$ cat src/hw/rtl/avas_pkg.sv
// avas_pkg: shared types and constants of the ATA verify address sequencer.
// Used by avas_div and ata_verify_address_sequencer; depends on nothing.

package avas_pkg;

    // datapath widths
    localparam int LBA_W     = 48;   // logical block address
    localparam int REM_W     = 12;   // divider remainder, divisor up to 255 * 16
    localparam int DIV_CNT_W = 6;    // divider step count, up to LBA_W
    localparam int LOAD_CYL_W = 14;  // cylinder as carried by a load beat
    localparam int CFG_IDX_W = 3;
    localparam int CFG_DATA_W = 9;
    localparam int S_TDATA_W = 80;
    localparam int M_TDATA_W = 176;

    localparam int CYLINDER_LIMIT_DEF = 16384;

    // addressing modes
    localparam logic [1:0] ADDR_CHS   = 2'd0;
    localparam logic [1:0] ADDR_LBA28 = 2'd1;
    localparam logic [1:0] ADDR_LBA48 = 2'd2;

    // configuration register indexes
    localparam logic [CFG_IDX_W-1:0] REG_ADDR_MODE  = 3'd0;
    localparam logic [CFG_IDX_W-1:0] REG_SPT        = 3'd1;
    localparam logic [CFG_IDX_W-1:0] REG_HPC        = 3'd2;
    localparam logic [CFG_IDX_W-1:0] REG_XFER       = 3'd3;
    localparam logic [CFG_IDX_W-1:0] REG_DRIVE      = 3'd4;
    localparam logic [CFG_IDX_W-1:0] REG_CONTINUOUS = 3'd5;

    // input beat kinds
    localparam logic BEAT_LOAD  = 1'b0;
    localparam logic BEAT_ISSUE = 1'b1;

    // taskfile constants
    localparam logic [7:0] CMD_VERIFY     = 8'h40;
    localparam logic [7:0] CMD_VERIFY_EXT = 8'h42;
    localparam logic [7:0] DEV_CHS        = 8'hA0;
    localparam logic [7:0] DEV_LBA28      = 8'hE0;
    localparam logic [7:0] DEV_LBA48      = 8'h40;

    // sequencer states
    typedef enum logic [2:0] {
        ST_IDLE,
        ST_FMT,
        ST_DIV,
        ST_CHS_HEAD,
        ST_CHS_CLAMP,
        ST_CHS_MUL,
        ST_CHS_LBA,
        ST_OUT
    } t_state;

    // which division the shared divider is running
    typedef enum logic [1:0] {
        PH_CHS_SEC,
        PH_CHS_HEAD,
        PH_LBA_CYL,
        PH_LBA_SEC
    } t_phase;

    // divider request: dividend is left aligned, steps = its width in bits
    typedef struct packed {
        logic                 start;
        logic [LBA_W-1:0]     dividend;
        logic [REM_W-1:0]     divisor;
        logic [DIV_CNT_W-1:0] steps;
    } t_div_req;

    typedef struct packed {
        logic             done;
        logic [LBA_W-1:0] quo;
        logic [REM_W-1:0] rem;
    } t_div_rsp;

endpackage

$ cat src/hw/rtl/avas_div.sv
// avas_div: bit-serial restoring divider, one quotient bit per cycle.
// Depends on avas_pkg for widths and the request/response structs.

module avas_div
    import avas_pkg::*;
(
    input  logic     i_clk,
    input  logic     i_rst_n,
    input  t_div_req i_req,
    output t_div_rsp o_rsp
);

    logic [LBA_W-1:0]     r_quo, n_quo;
    logic [REM_W-1:0]     r_rem, n_rem;
    logic [REM_W-1:0]     r_div, n_div;
    logic [DIV_CNT_W-1:0] r_cnt, n_cnt;
    logic                 r_busy, n_busy;
    logic                 r_done, n_done;

    logic [REM_W:0] trial;
    logic [REM_W:0] diff;
    logic           ge;

    // one restoring step: bring in the next dividend bit, subtract if it fits
    assign trial = {r_rem, r_quo[LBA_W-1]};
    assign ge    = trial >= {1'b0, r_div};
    assign diff  = trial - {1'b0, r_div};

    always_comb begin
        n_quo  = r_quo;
        n_rem  = r_rem;
        n_div  = r_div;
        n_cnt  = r_cnt;
        n_busy = r_busy;
        n_done = 1'b0;
        if (i_req.start) begin
            n_quo  = i_req.dividend;
            n_rem  = '0;
            n_div  = i_req.divisor;
            n_cnt  = i_req.steps;
            n_busy = 1'b1;
        end else if (r_busy) begin
            n_quo = {r_quo[LBA_W-2:0], ge};
            n_rem = ge ? diff[REM_W-1:0] : trial[REM_W-1:0];
            n_cnt = r_cnt - DIV_CNT_W'(1);
            if (r_cnt == DIV_CNT_W'(1)) begin
                n_busy = 1'b0;
                n_done = 1'b1;
            end
        end
    end

    always_ff @(posedge i_clk) begin
        if (!i_rst_n) begin
            r_busy <= 1'b0;
            r_done <= 1'b0;
            r_cnt  <= '0;
        end else begin
            r_busy <= n_busy;
            r_done <= n_done;
            r_cnt  <= n_cnt;
        end
        r_quo <= n_quo;
        r_rem <= n_rem;
        r_div <= n_div;
    end

    assign o_rsp.done = r_done;
    assign o_rsp.quo  = r_quo;
    assign o_rsp.rem  = r_rem;

endmodule

$ cat src/hw/rtl/ata_verify_address_sequencer.sv
// ata_verify_address_sequencer: READ VERIFY taskfile generator with CHS/LBA tracking.
// Depends on avas_pkg and instantiates the bit-serial divider avas_div.

// A load beat sets the disk position and leaves the sequencer idle. An issue
// beat builds one READ VERIFY taskfile (CHS, LBA28 or LBA48) from the current
// position and then advances it; the result appears on the master side once the
// advance is done. The advance uses the shared bit-serial divider: in LBA modes
// it divides the 48-bit LBA by sectors*heads and then the 12-bit remainder by
// sectors. In CHS mode a sector wrap and a head wrap each add a division of a
// 10-bit value, and a shift-and-add multiply of one step per cylinder bit then
// rebuilds the LBA. The next beat is taken in the cycle the result appears. An
// issue beat with a transfer length of zero gives no result. A finished result
// waits in the output register while the next beat is taken; a second finished
// result holds the sequencer until the first one is taken. The user must write
// configuration only while the block is idle; the block itself does not enforce it.

module ata_verify_address_sequencer
    import avas_pkg::*;
#(
    parameter int CYLINDER_LIMIT = CYLINDER_LIMIT_DEF
) (
    input  logic                  i_clk,
    input  logic                  i_rst_n,
    // configuration
    input  logic                  i_cfg_we,
    input  logic [CFG_IDX_W-1:0]  i_cfg_index,
    input  logic [CFG_DATA_W-1:0] i_cfg_data,
    // input beats
    input  logic                  s_axis_tvalid,
    output logic                  s_axis_tready,
    // load_lba[47:0], load_cylinder[61:48], load_head[65:62], load_sector[73:66]
    input  logic [S_TDATA_W-1:0]  s_axis_tdata,
    // mode[0]
    input  logic                  s_axis_tuser,
    // result beats
    output logic                  m_axis_tvalid,
    input  logic                  m_axis_tready,
    // count_reg[8:0], addr_low_reg[24:9], addr_mid_reg[40:25], addr_high_reg[56:41],
    // device_reg[64:57], command_reg[72:65], first_lba[120:73], last_lba[168:121]
    output logic [M_TDATA_W-1:0]  m_axis_tdata
);

    localparam int CYL_CLOG = $clog2(CYLINDER_LIMIT);
    localparam int CYL_W    = (CYL_CLOG > LOAD_CYL_W) ? CYL_CLOG : LOAD_CYL_W;
    localparam int ACC_W    = CYL_W + REM_W;
    localparam int MCNT_W   = $clog2(CYL_W + 1);

    // configuration registers
    logic [1:0] r_cfg_mode;
    logic [7:0] r_cfg_spt;
    logic [4:0] r_cfg_hpc;
    logic [8:0] r_cfg_xfer;
    logic       r_cfg_drive;
    logic       r_cfg_cont;

    // position
    logic [LBA_W-1:0] r_cur_lba, n_cur_lba;
    logic [CYL_W-1:0] r_cur_cyl, n_cur_cyl;
    logic [3:0]       r_cur_head, n_cur_head;
    logic [7:0]       r_cur_sec, n_cur_sec;

    // sequencer and work registers
    t_state             r_state, n_state;
    t_phase             r_phase, n_phase;
    logic [8:0]         r_tlen, n_tlen;
    logic [M_TDATA_W-1:0] r_res, n_res;
    logic [7:0]         r_sec, n_sec;
    logic [9:0]         r_head, n_head;
    logic [CYL_W:0]     r_cyl, n_cyl;
    logic               r_clamp, n_clamp;
    logic [ACC_W-1:0]   r_acc, n_acc;
    logic [CYL_W-1:0]   r_msh, n_msh;
    logic [MCNT_W-1:0]  r_mcnt, n_mcnt;

    // output register
    logic                 r_m_tvalid, n_m_tvalid;
    logic [M_TDATA_W-1:0] r_m_tdata, n_m_tdata;

    t_div_req div_req;
    t_div_rsp div_rsp;

    avas_div u_div (
        .i_clk   (i_clk),
        .i_rst_n (i_rst_n),
        .i_req   (div_req),
        .o_rsp   (div_rsp)
    );

    // effective geometry and transfer length
    logic [7:0]  spt_e;
    logic [4:0]  hpc_e;
    logic [12:0] spt_hpc_w;
    logic [REM_W-1:0] spt_hpc;
    logic [8:0]  tlen_base;
    logic [9:0]  sec_sum_now;
    logic [8:0]  tlen_c;
    logic        is_chs;
    logic        is_lba48;

    always_comb begin
        spt_e     = (r_cfg_spt == 8'd0) ? 8'd1 : r_cfg_spt;
        hpc_e     = (r_cfg_hpc == 5'd0) ? 5'd1 : ((r_cfg_hpc > 5'd16) ? 5'd16 : r_cfg_hpc);
        spt_hpc_w = 13'(spt_e) * 13'(hpc_e);
        spt_hpc   = spt_hpc_w[REM_W-1:0];
        tlen_base = (r_cfg_xfer > 9'd256) ? 9'd256 : r_cfg_xfer;
        is_chs    = (r_cfg_mode == ADDR_CHS);
        is_lba48  = (r_cfg_mode == ADDR_LBA48);
        // continuous CHS keeps a command inside the current track
        sec_sum_now = {2'b0, r_cur_sec} + {1'b0, tlen_base};
        tlen_c      = tlen_base;
        if (r_cfg_cont && is_chs && (sec_sum_now > {2'b0, spt_e})) begin
            if (r_cur_sec > spt_e)
                tlen_c = 9'd1;
            else
                tlen_c = {1'b0, spt_e} + 9'd1 - {1'b0, r_cur_sec};
        end
    end

    // input beat fields
    logic [LBA_W-1:0]      ld_lba;
    logic [LOAD_CYL_W-1:0] ld_cyl;
    logic [3:0]            ld_head;
    logic [7:0]            ld_sec;

    assign ld_lba  = s_axis_tdata[47:0];
    assign ld_cyl  = s_axis_tdata[61:48];
    assign ld_head = s_axis_tdata[65:62];
    assign ld_sec  = s_axis_tdata[73:66];

    assign s_axis_tready = (r_state == ST_IDLE);

    // next state and datapath
    always_comb begin
        logic [15:0]      cyl16;
        logic [8:0]       f_count;
        logic [15:0]      f_low, f_mid, f_high;
        logic [7:0]       f_dev, f_cmd;
        logic [LBA_W-1:0] f_last;
        logic [LBA_W-1:0] lba_adv;
        logic [9:0]       sec_n;
        logic [9:0]       sec_m1;
        logic             clamp_c;
        logic [CYL_W-1:0] cyl_f;
        logic [7:0]       sec_f;
        logic [3:0]       head_f;
        logic [11:0]      head_spt;
        logic [ACC_W-1:0] lba_chs;

        n_state    = r_state;
        n_phase    = r_phase;
        n_tlen     = r_tlen;
        n_res      = r_res;
        n_sec      = r_sec;
        n_head     = r_head;
        n_cyl      = r_cyl;
        n_clamp    = r_clamp;
        n_acc      = r_acc;
        n_msh      = r_msh;
        n_mcnt     = r_mcnt;
        n_cur_lba  = r_cur_lba;
        n_cur_cyl  = r_cur_cyl;
        n_cur_head = r_cur_head;
        n_cur_sec  = r_cur_sec;
        n_m_tvalid = r_m_tvalid && !m_axis_tready;
        n_m_tdata  = r_m_tdata;

        div_req.start    = 1'b0;
        div_req.dividend = '0;
        div_req.divisor  = '0;
        div_req.steps    = '0;

        cyl16    = 16'(r_cur_cyl);
        f_count  = '0;
        f_low    = '0;
        f_mid    = '0;
        f_high   = '0;
        f_dev    = '0;
        f_cmd    = '0;
        f_last   = r_cur_lba + LBA_W'(r_tlen) - LBA_W'(1);
        lba_adv  = r_cur_lba + LBA_W'(r_tlen);
        sec_n    = {2'b0, r_cur_sec} + {1'b0, r_tlen};
        sec_m1   = sec_n - 10'd1;
        clamp_c  = r_cyl >= (CYL_W + 1)'(CYLINDER_LIMIT);
        cyl_f    = clamp_c ? CYL_W'(CYLINDER_LIMIT - 1) : r_cyl[CYL_W-1:0];
        sec_f    = clamp_c ? spt_e : r_sec;
        head_f   = clamp_c ? 4'(hpc_e - 5'd1) : r_head[3:0];
        head_spt = 12'(r_cur_head) * 12'(spt_e);
        lba_chs  = r_acc + ACC_W'(head_spt) + ACC_W'(r_cur_sec) - ACC_W'(1);

        // taskfile layout from the position at issue
        if (is_lba48) begin
            f_count = r_tlen;
            f_low   = {r_cur_lba[31:24], r_cur_lba[7:0]};
            f_mid   = {r_cur_lba[39:32], r_cur_lba[15:8]};
            f_high  = {r_cur_lba[47:40], r_cur_lba[23:16]};
            f_dev   = DEV_LBA48 | {3'b0, r_cfg_drive, 4'b0};
            f_cmd   = CMD_VERIFY_EXT;
        end else if (is_chs) begin
            f_count = {1'b0, r_tlen[7:0]};
            f_low   = {8'h0, r_cur_sec};
            f_mid   = {8'h0, cyl16[7:0]};
            f_high  = {8'h0, cyl16[15:8]};
            f_dev   = DEV_CHS | {3'b0, r_cfg_drive, r_cur_head};
            f_cmd   = CMD_VERIFY;
        end else begin
            f_count = {1'b0, r_tlen[7:0]};
            f_low   = {8'h0, r_cur_lba[7:0]};
            f_mid   = {8'h0, r_cur_lba[15:8]};
            f_high  = {8'h0, r_cur_lba[23:16]};
            f_dev   = DEV_LBA28 | {3'b0, r_cfg_drive, r_cur_lba[27:24]};
            f_cmd   = CMD_VERIFY;
        end

        case (r_state)
            ST_IDLE: begin
                if (s_axis_tvalid) begin
                    if (s_axis_tuser == BEAT_LOAD) begin
                        n_cur_lba  = ld_lba;
                        n_cur_cyl  = CYL_W'(ld_cyl);
                        n_cur_head = ld_head;
                        n_cur_sec  = ld_sec;
                    end else if (r_cfg_xfer != 9'd0) begin
                        n_tlen  = tlen_c;
                        n_state = ST_FMT;
                    end
                end
            end

            ST_FMT: begin
                n_res = M_TDATA_W'({f_last, r_cur_lba, f_cmd, f_dev,
                                    f_high, f_mid, f_low, f_count});
                if (is_chs) begin
                    if (sec_n > {2'b0, spt_e}) begin
                        // sector wraps into head
                        div_req.start    = 1'b1;
                        div_req.dividend = {sec_m1, (LBA_W - 10)'(0)};
                        div_req.divisor  = REM_W'(spt_e);
                        div_req.steps    = DIV_CNT_W'(10);
                        n_phase          = PH_CHS_SEC;
                        n_state          = ST_DIV;
                    end else begin
                        n_sec   = sec_n[7:0];
                        n_head  = 10'(r_cur_head);
                        n_state = ST_CHS_HEAD;
                    end
                end else begin
                    // LBA: cylinder and remainder from one division
                    n_cur_lba        = lba_adv;
                    div_req.start    = 1'b1;
                    div_req.dividend = lba_adv;
                    div_req.divisor  = spt_hpc;
                    div_req.steps    = DIV_CNT_W'(LBA_W);
                    n_phase          = PH_LBA_CYL;
                    n_state          = ST_DIV;
                end
            end

            ST_DIV: begin
                if (div_rsp.done) begin
                    case (r_phase)
                        PH_CHS_SEC: begin
                            n_sec   = div_rsp.rem[7:0] + 8'd1;
                            n_head  = 10'(r_cur_head) + div_rsp.quo[9:0];
                            n_state = ST_CHS_HEAD;
                        end
                        PH_CHS_HEAD: begin
                            n_head  = 10'(div_rsp.rem);
                            n_cyl   = (CYL_W + 1)'(r_cur_cyl) + (CYL_W + 1)'(div_rsp.quo[9:0]);
                            n_state = ST_CHS_CLAMP;
                        end
                        PH_LBA_CYL: begin
                            n_clamp          = div_rsp.quo >= LBA_W'(CYLINDER_LIMIT);
                            n_cyl            = div_rsp.quo[CYL_W:0];
                            div_req.start    = 1'b1;
                            div_req.dividend = {div_rsp.rem, (LBA_W - REM_W)'(0)};
                            div_req.divisor  = REM_W'(spt_e);
                            div_req.steps    = DIV_CNT_W'(REM_W);
                            n_phase          = PH_LBA_SEC;
                        end
                        PH_LBA_SEC: begin
                            if (r_clamp) begin
                                n_cur_cyl  = CYL_W'(CYLINDER_LIMIT - 1);
                                n_cur_sec  = spt_e;
                                n_cur_head = 4'(hpc_e - 5'd1);
                            end else begin
                                n_cur_cyl  = r_cyl[CYL_W-1:0];
                                n_cur_sec  = div_rsp.rem[7:0] + 8'd1;
                                n_cur_head = div_rsp.quo[3:0];
                            end
                            n_state = ST_OUT;
                        end
                        default: n_state = ST_OUT;
                    endcase
                end
            end

            ST_CHS_HEAD: begin
                if (r_head >= 10'(hpc_e)) begin
                    // head wraps into cylinder
                    div_req.start    = 1'b1;
                    div_req.dividend = {r_head, (LBA_W - 10)'(0)};
                    div_req.divisor  = REM_W'(hpc_e);
                    div_req.steps    = DIV_CNT_W'(10);
                    n_phase          = PH_CHS_HEAD;
                    n_state          = ST_DIV;
                end else begin
                    n_cyl   = (CYL_W + 1)'(r_cur_cyl);
                    n_state = ST_CHS_CLAMP;
                end
            end

            ST_CHS_CLAMP: begin
                // commit CHS, then rebuild the LBA from it
                n_cur_cyl  = cyl_f;
                n_cur_sec  = sec_f;
                n_cur_head = head_f;
                n_acc      = '0;
                n_msh      = cyl_f;
                n_mcnt     = MCNT_W'(CYL_W);
                n_state    = ST_CHS_MUL;
            end

            ST_CHS_MUL: begin
                // cylinder * sectors * heads, one cylinder bit per cycle
                n_acc  = {r_acc[ACC_W-2:0], 1'b0}
                       + (r_msh[CYL_W-1] ? ACC_W'(spt_hpc) : ACC_W'(0));
                n_msh  = {r_msh[CYL_W-2:0], 1'b0};
                n_mcnt = r_mcnt - MCNT_W'(1);
                if (r_mcnt == MCNT_W'(1))
                    n_state = ST_CHS_LBA;
            end

            ST_CHS_LBA: begin
                n_cur_lba = LBA_W'(lba_chs);
                n_state   = ST_OUT;
            end

            ST_OUT: begin
                if (!r_m_tvalid || m_axis_tready) begin
                    n_m_tvalid = 1'b1;
                    n_m_tdata  = r_res;
                    n_state    = ST_IDLE;
                end
            end

            default: n_state = ST_IDLE;
        endcase
    end

    // state registers
    always_ff @(posedge i_clk) begin
        if (!i_rst_n) begin
            r_state    <= ST_IDLE;
            r_phase    <= PH_CHS_SEC;
            r_m_tvalid <= 1'b0;
            r_cur_lba  <= '0;
            r_cur_cyl  <= '0;
            r_cur_head <= '0;
            r_cur_sec  <= 8'd1;
        end else begin
            r_state    <= n_state;
            r_phase    <= n_phase;
            r_m_tvalid <= n_m_tvalid;
            r_cur_lba  <= n_cur_lba;
            r_cur_cyl  <= n_cur_cyl;
            r_cur_head <= n_cur_head;
            r_cur_sec  <= n_cur_sec;
        end
        r_tlen    <= n_tlen;
        r_res     <= n_res;
        r_sec     <= n_sec;
        r_head    <= n_head;
        r_cyl     <= n_cyl;
        r_clamp   <= n_clamp;
        r_acc     <= n_acc;
        r_msh     <= n_msh;
        r_mcnt    <= n_mcnt;
        r_m_tdata <= n_m_tdata;
    end

    // configuration writes
    always_ff @(posedge i_clk) begin
        if (!i_rst_n) begin
            r_cfg_mode  <= ADDR_CHS;
            r_cfg_spt   <= 8'd63;
            r_cfg_hpc   <= 5'd16;
            r_cfg_xfer  <= 9'd1;
            r_cfg_drive <= 1'b0;
            r_cfg_cont  <= 1'b0;
        end else if (i_cfg_we) begin
            case (i_cfg_index)
                REG_ADDR_MODE:  r_cfg_mode  <= i_cfg_data[1:0];
                REG_SPT:        r_cfg_spt   <= i_cfg_data[7:0];
                REG_HPC:        r_cfg_hpc   <= i_cfg_data[4:0];
                REG_XFER:       r_cfg_xfer  <= i_cfg_data[8:0];
                REG_DRIVE:      r_cfg_drive <= i_cfg_data[0];
                REG_CONTINUOUS: r_cfg_cont  <= i_cfg_data[0];
                default: ;
            endcase
        end
    end

    assign m_axis_tvalid = r_m_tvalid;
    assign m_axis_tdata  = r_m_tdata;

endmodule
$ cat config.mk
export PLATFORM = sky130hd
export DESIGN_NAME = ata_verify_address_sequencer
export DESIGN_NICKNAME = d
export VERILOG_FILES = /design/src/hw/rtl/avas_pkg.sv /design/src/hw/rtl/avas_div.sv /design/src/hw/rtl/ata_verify_address_sequencer.sv
export SDC_FILE = /design/constraint.sdc
export NUM_CORES = 1
export LEC_CHECK = 0
export ABC_AREA = 1
export BUFFER_PORTS_ARGS = -buffer_cell sky130_fd_sc_hd__buf_2
export CAP_MARGIN = 5
export CORE_AREA = 10 10 264 266
export CTS_CLUSTER_DIAMETER = 80
export CTS_CLUSTER_SIZE = 10
export DETAILED_ROUTE_END_ITERATION = 12
export DIE_AREA = 0 0 274 276
export PLACE_DENSITY_LB_ADDON = 0.12
export REMOVE_ABC_BUFFERS = 1
export SLEW_MARGIN = 40
export SYNTH_ARGS = -nofsm -noshare
export SYNTH_HDL_FRONTEND = slang
export SYNTH_SLANG_ARGS = --single-unit
$ cat constraint.sdc
create_clock -name i_clk -period 8.7 [get_ports i_clk]
set_clock_uncertainty 0.2 [all_clocks]
set_input_delay 0.435 -clock i_clk [delete_from_list [all_inputs] [get_ports i_clk]]
set_output_delay 0.435 -clock i_clk [all_outputs]
set_load 0.05 [all_outputs]
==> metrics.md, run 1 <==
| Metric | Value |
|---|---|
| Adder-cell area share of the yosys netlist | `10.8%` |
| Detailed-router iteration count before antenna repair | `6` |
| Post-synth top area share | `40.1%` |
| Vias in the first global route | `28100` |
| Worst Path Required | `between 8 and 9 ns` |
| Most common cell after layout, fill and taps aside | `nand2_1` |
| Clk Latency, worst-skew pair | `just over 0.6 ns` |
| Pre-CTS setup slack | `approximately 1.9 ns` |
| Crit end category | `register` |
| I/O pin total | `276` |
| Die height | `276 µm` |
| Diode count | `0` |
| CTS sink count | `roughly 600` |
| CTS Buf Count | `70` |
| CTS clock-pin slew for the worst setup and hold paths | `0.06 ns` |
| Core Area | `0.0641 mm²` |
| Min cycle time layout | `6.90 ns` |
| Final Net Count | `between 4000 and 5000` |
| Leading cell types in the layout, fill and taps excluded | `nand2_1 (839), inv_1 (487), edfxtp_1 (469)` |
| Total congestion overflow | `0` |
| Clock power frac | `19.5%` |
| Largest net degree at the start of global routing | `roughly 130` |
| First-pass GRT wire length | `174 mm` |
| CP bufs+invs | `4` |
| CP Class | `reg2reg` |
| Seq/Total Area, Yosys | `47.3%` |
| Post-Syn Area | `between 0.03 and 0.04 mm²` |
| Simple-gate share of the synthesized area | `20.1%` |
| Setup WS post-layout | `approximately 1.8 ns` |
| Max Freq | `0.145 GHz` |
| Post-DR vias/cell | `5.71` |
| Die ar. | `0.0756 mm²` |
| Max Cap Viol | `0` |
| Yosys cell types | `57` |
| Crit share post-route | `79.3%` |
| Starting Density | `54.7%` |
| Worst Hold Depth | `5` |
| Synthesized instance count | `3974` |
| Routed len/inst | `22.5 µm` |
| Slowest cell on the critical path | `dfxtp_1` |
| Endpoints failing hold | `0` |
| Static leakage | `about 0.017 µW` |
| WL final | `117 mm` |
| Area of the multi-input gates | `0.0161 mm²` |
| Synth Area in Compound Gates | `approximately an eighth` |
| Cell taking the most area after synthesis | `edfxtp_1` |
| WHS | `0.0229 ns` |
| Run status | `completed` |
| Initial antenna violation count | `1` |
| CP max FO | `12` |
| Worst EP arrival | `7.05 ns` |
| Flop pwr share | `about a third` |
| Antenna viol nets, final | `0` |
| Asr flop ratio synth | `0%` |
| Post-synth EDFFs | `469` |
| Routed wl met2 | `53.8 mm` |
| IO Port Bufs | `255` |
| Rows | `between 90 and 100` |
| #FFs+latches synth | `about 600` |
| Worst Tran Pin Value | `0.866 ns` |
| Final HPWL DP | `89.9 mm` |
| Yosys warning count | `0` |
| Min-Delay Path Class | `in2reg` |
| Largest family of logic cells by synthesized area | `simple AND/OR/NAND/NOR gates` |
| Chip width | `274 µm` |
| Sw Pwr | `6410 µW` |
| Comb pwr share | `47.0%` |
| Post-synthesis mux area share | `0%` |
| WL met1 | `between 40 and 50 mm` |
| Max Used Layer | `met4` |
| Vias | `29700` |
| R2R depth | `25` |
| Setup violators final | `0` |
| CTS tree | `yes` |
| Synth top area cells | `edfxtp_1 (40%), nand2_1 (9.0%), ha_1 (7.6%)` |
| Delay-heaviest family, CP | `adder cells` |
| Storage cell area | `0.0166 mm²` |
| DRC viols | `0` |
| H-tree levels | `3` |
| Dominant synthesized flop cell | `edfxtp_1` |
| WP depth | `25` |
| Switching Fraction | `roughly 45%` |
| Clock Path Buffers | `3` |
| Syn Area/Cell | `8.83 µm²` |
| Post-Synth XOR/XNOR Area | `between 2 and 2.5%` |
| Max-slew violation count | `0` |
| Pwr/cell area | `355 mW/mm²` |
| Slew headroom | `a little over two fifths` |
| Max VDD drop | `around 0.34 mV` |
| Initial DRC count | `around 3200` |
| Total GRT Usage | `30.2%` |
| Layout cells sized above 1 | `around an eighth` |
| Root Buffer | `clkbuf_16` |
| Pint | `7840 µW` |
| Crit-path max cell delay | `~0.7 ns` |
| RSZ-0062 raised after global routing | `false` |
| GPL Wtd Cong | `0.990` |
| Post-CTS Repair Setup Buffers | `0` |
| Critical Path Source Type | `register` |
| Synthesis-to-finish area growth | `14.3%` |
| Met3 routed wirelength | `9.19 mm` |
| Filler cells | `5550` |
## stage by stage
stage	total power, µW	TNS, ns	cells	util [%]	area, µm²
detailed placement	11300	0	5000	58.1	37300
CTS	14100	0	5195	62.5	40100
global route	15200	0	5196	62.5	40100
finish	14200	0	5196	62.5	40100
floorplan	9170	-1045.04	3855	-	34500
global placement	11200	0	4998	58.0	37200
## logic make-up (layout without fill, tap and decap cells)
family                   Yosys count  in the layout
flip-flops                       595            595
AND/OR/NAND/NOR                 1616           1616
other                              2             14
adder cells (fa/ha/maj)          270            270
AO/OA/AOI/OAI                    753            753
XOR/XNOR                          95             95
buffers and inverters            643            998
## sequential cells by signal, indices dropped and copies added (netlist names), 14 cells and up
register / flops
m_axis_tdata: 161
r_cur_lba: 48
r_msh: 14
r_acc: 26
u_div.r_quo: 48
r_cyl: 15
r_cur_cyl: 14
r_res: 161
## repair_timing
item | in CTS | in global routing
endpoints found under the hold margin | 75 | 0
hold buffers | 67 | 0
setup endpoints to repair | 0 | 0
resized for setup | 0 | 0
## final timing paths
path | start | slack [ns] | endpoint
hold reg to reg | r_res[149] | 0.20 | m_axis_tdata[149]
setup reg to reg | r_cfg_spt[6] | 1.80 | r_acc[23]
hold / removal | s_axis_tdata[25] | 0.02 | r_cur_lba[25]
setup / recovery | r_cfg_spt[6] | 1.80 | r_acc[23]
## area by class of cell
type                            instances  share of cell area [%]
Sequential cell                       595                    41.4
Multi-Input combinational cell       2748                    40.1
Timing Repair Buffer                  358                    5.73
Clock buffer                          118                    4.87
Inverter                              512                    4.79
Tap cell                              855                    2.67
Clock inverter                         10                   0.415
## power groups by stage
| stage | clock [µW] | combinational (µW) | sequential (µW) |
|---|---|---|---|
| floorplan | 0 | 4530 | 4640 |
| global placement | 0 | 6420 | 4800 |
| detailed placement | 0 | 6490 | 4810 |
| CTS | 2820 | 6570 | 4760 |
| global route | 2940 | 7450 | 4830 |
| finish | 2780 | 6700 | 4770 |
## synthesized netlist by cell type, drive strengths merged (15+ instances only)
| cell | number |
|---|---|
| ha | 213 |
| nor3 | 32 |
| edfxtp | 469 |
| buf | 39 |
| or2 | 17 |
| a21oi | 254 |
| o21ai | 299 |
| inv | 503 |
| a31oi | 18 |
| a221oi | 28 |
| nor2 | 387 |
| dfxtp | 126 |
| xnor2 | 36 |
| clkbuf | 92 |
| nor4 | 16 |
| xor2 | 59 |
| o21bai | 15 |
| nand4 | 57 |
| o22ai | 37 |
| o211ai | 49 |
| nand3 | 196 |
| nand2 | 898 |
| fa | 57 |
## worst reg2reg max path: cells and delay by family, from the launching register on
family,cells,cell delay [ns]
AO/OA/AOI/OAI,6,1.32
flip-flops,1,0.72
buffers and inverters,4,0.63
XOR/XNOR,2,0.39
AND/OR/NAND/NOR,8,1.16
adder cells (fa/ha/maj),5,2.22
## layer usage
| layer | vias to the layer above | track usage [%] |
|---|---|---|
| met5 | - | 0 |
| met4 | 0 | 17.3 |
| met3 | 284 | 4.02 |
| met2 | 1374 | 48.0 |
| met1 | 13900 | 39.2 |
| li1 | 14100 | - |
Power figures use the tool's default switching activity.
==> inputs of run 2 (changes only) <==
Clock period 8.7 ns to 6 ns, I/O delays scaled along.
==> run 2 against run 1 <==
Utilization up 0.83 points. First-iteration DRC count up 11%. Wire length up 2.2%. Sequential share of layout area down 0.54 points. Global-route usage up 0.55 points. Clock power up 45%. Combinational power up 46%.
==> metrics.md, run 2 (synthesized netlist as in run 1, its figures left out) <==
| Metric | Value |
|---|---|
| Initial antenna violation count | `1` |
| Pint | `roughly 11000 µW` |
| R2R depth | `26` |
| Synthesis-to-finish area growth | `15.8%` |
| Pwr/cell area | `509 mW/mm²` |
| Routed len/inst | `~23 µm` |
| CP max FO | `6` |
| Pre-CTS setup slack | `0.193 ns` |
| Worst EP arrival | `5.73 ns` |
| Delay-heaviest family, CP | `adder cells` |
| Min cycle time layout | `5.58 ns` |
| Diode count | `0` |
| Endpoints failing hold | `0` |
| First-pass GRT wire length | `176 mm` |
| Clock power frac | `between 10% and 20%` |
| Filler cells | `5565` |
| Reg2reg start | `r_cfg_spt[7]` |
| Crit share post-route | `93.1%` |
| Crit-path max cell delay | `0.54 ns` |
| Setup WS post-layout | `between 0.4 and 0.5 ns` |
| Most common cell after layout, fill and taps aside | `nand2_1` |
| Detailed-router iteration count before antenna repair | `6` |
| Max-slew violation count | `0` |
| Static leakage | `around 0.017 µW` |
| Comb pwr share | `47.2%` |
| CP bufs+invs | `4` |
| Vias in the first global route | `28400` |
| Vias | `30100` |
| Final HPWL DP | `91.8 mm` |
| Clk Latency, worst-skew pair | `0.63 ns` |
| CTS sink count | `595` |
| Worst hold path startpoint | `s_axis_tdata[11]` |
| Max VDD drop | `between 0.5 and 0.6 mV` |
| Max Cap Viol | `0` |
| Core Area | `about 0.064 mm²` |
| Root Buffer | `clkbuf_16` |
| WHS | `~0.050 ns` |
| Layer with the highest usage | `met2` |
| Run status | `completed` |
| Die height | `~280 µm` |
| Clock Path Buffers | `3` |
| CP Launch Point | `r_cfg_spt[7]` |
| Met1 Usage GRT | `about two fifths` |
| Initial DRC count | `3572` |
| Layout cells sized above 1 | `13.1%` |
| Total congestion overflow | `0` |
| Worst Path Required | `6.15 ns` |
| Setup violators final | `0` |
| IO Port Bufs | `255` |
| Antenna viol nets, final | `0` |
| CTS clock-pin slew for the worst setup and hold paths | `0.06 ns` |
| Post-DR vias/cell | `5.72` |
| Largest net degree at the start of global routing | `131` |
| Worst Hold Depth | `6` |
| CTS tree | `yes` |
| CP Class | `reg2reg` |
| Rows | `93` |
| Worst Tran Pin Value | `0.861 ns` |
| DRC viols | `0` |
| Switching Fraction | `44.8%` |
| Final Net Count | `4716` |
| Chip width | `274 µm` |
| Min-Delay Path Class | `in2reg` |
| Crit end category | `register` |
| Leading cell types in the layout, fill and taps excluded | `nand2_1 (838), inv_1 (487), edfxtp_1 (469)` |
| WL final | `around 120 mm` |
| Critical Path Source Type | `register` |
| Slew headroom | `between 40% and 50%` |
| Flop pwr share | `around a third` |
| GRT met3 Usage | `4.77%` |
| RSZ-0062 raised after global routing | `false` |
| Die ar. | `around 0.076 mm²` |
| I/O pin total | `around 280` |
| Met2 global-route usage | `~49%` |
| TNS Setup | `0 ns` |
| WP depth | `26` |
| Total GRT Usage | `30.8%` |
| Sw Pwr | `9260 µW` |
| H-tree levels | `3` |
| GPL Wtd Cong | `1.01` |
| Slowest cell on the critical path | `fa_1` |
| Starting Density | `54.7%` |
| CTS Buf Count | `71` |
| Max Freq | `0.179 GHz` |
==> run 2: cell types whose count changed in the layout (fill, tap and decap cells not counted), sizes merged <==
| cell | delta |
|---|---|
| clkinv | -2 |
| dlygate4sd3 | +22 |
| buf | +40 |
| inv | +2 |
| clkbuf | +3 |
| bufinv | -1 |
==> run 2: timing repair <==
| action | 4_1_cts | 5_1_grt |
|---|---|---|
| endpoints found under the setup margin | 0 | 15 |
| hold endpoints to repair | 100 | 0 |
| hold buffers | 89 | 0 |
| setup buffers | 0 | 5 |
| resized for setup | 0 | 11 |
==> run 2: worst reg2reg max path, delay by kind of cell, from the launching register on <==
| kind | cells | cell delay [ns] |
|---|---|---|
| compound gates | 8 | 1.05 |
| fa+ha+maj | 5 | 2.20 |
| buf+inv | 4 | 0.45 |
| xor+xnor | 1 | 0.17 |
| flops | 1 | 0.31 |
| simple gates | 8 | 0.96 |
==> run 2: power groups by stage <==
stage | Combinational (µW) | Sequential, µW | Clock, µW
detailed placement | 9490 | 6940 | 0
global route | 10700 | 6970 | 4240
CTS | 9580 | 6860 | 4080
global placement | 9410 | 6910 | 0
floorplan | 6660 | 6630 | 0
finish | 9760 | 6890 | 4030
==> run 2: per-layer routing <==
metal	vias to the layer above	share of wire, %	wire length (µm)
met3	295	8.2	9850
met5	-	0.011	13
met4	2	6.6	7940
met1	14100	39	46700
met2	1475	46	55200
li1	14200	-	-
==> run 2: path summary, 6_finish.rpt <==
| path | endpoint | slack [ns] |
|---|---|---|
| max | r_acc[21] | 0.42 |
| min | r_cur_lba[11] | 0.05 |
| max reg2reg | r_acc[21] | 0.42 |
| min reg2reg | m_axis_tdata[77] | 0.21 |
==> run 2: final cells by class <==
type	count	area, µm²	share of cell area, %
clock inverters	9	143	0.351
flip-flops and latches	595	16600	40.9
inverters	512	1920	4.74
multi-input cells	2748	16100	39.6
repair buffers	420	2780	6.85
well taps	855	1070	2.63
clock buffers	121	2000	4.91
==> run 2: metrics by stage <==
stage / std cells / area [µm²] / utilization (%) / power [µW]
finish: 5260 / 40600 / 63.4 / 20700
global route: 5260 / 40600 / 63.4 / 22000
CTS: 5255 / 40600 / 63.2 / 20500
detailed placement: 5036 / 37500 / 58.5 / 16400
global placement: 5036 / 37500 / 58.5 / 16300
floorplan: 3855 / 34500 / - / 13300
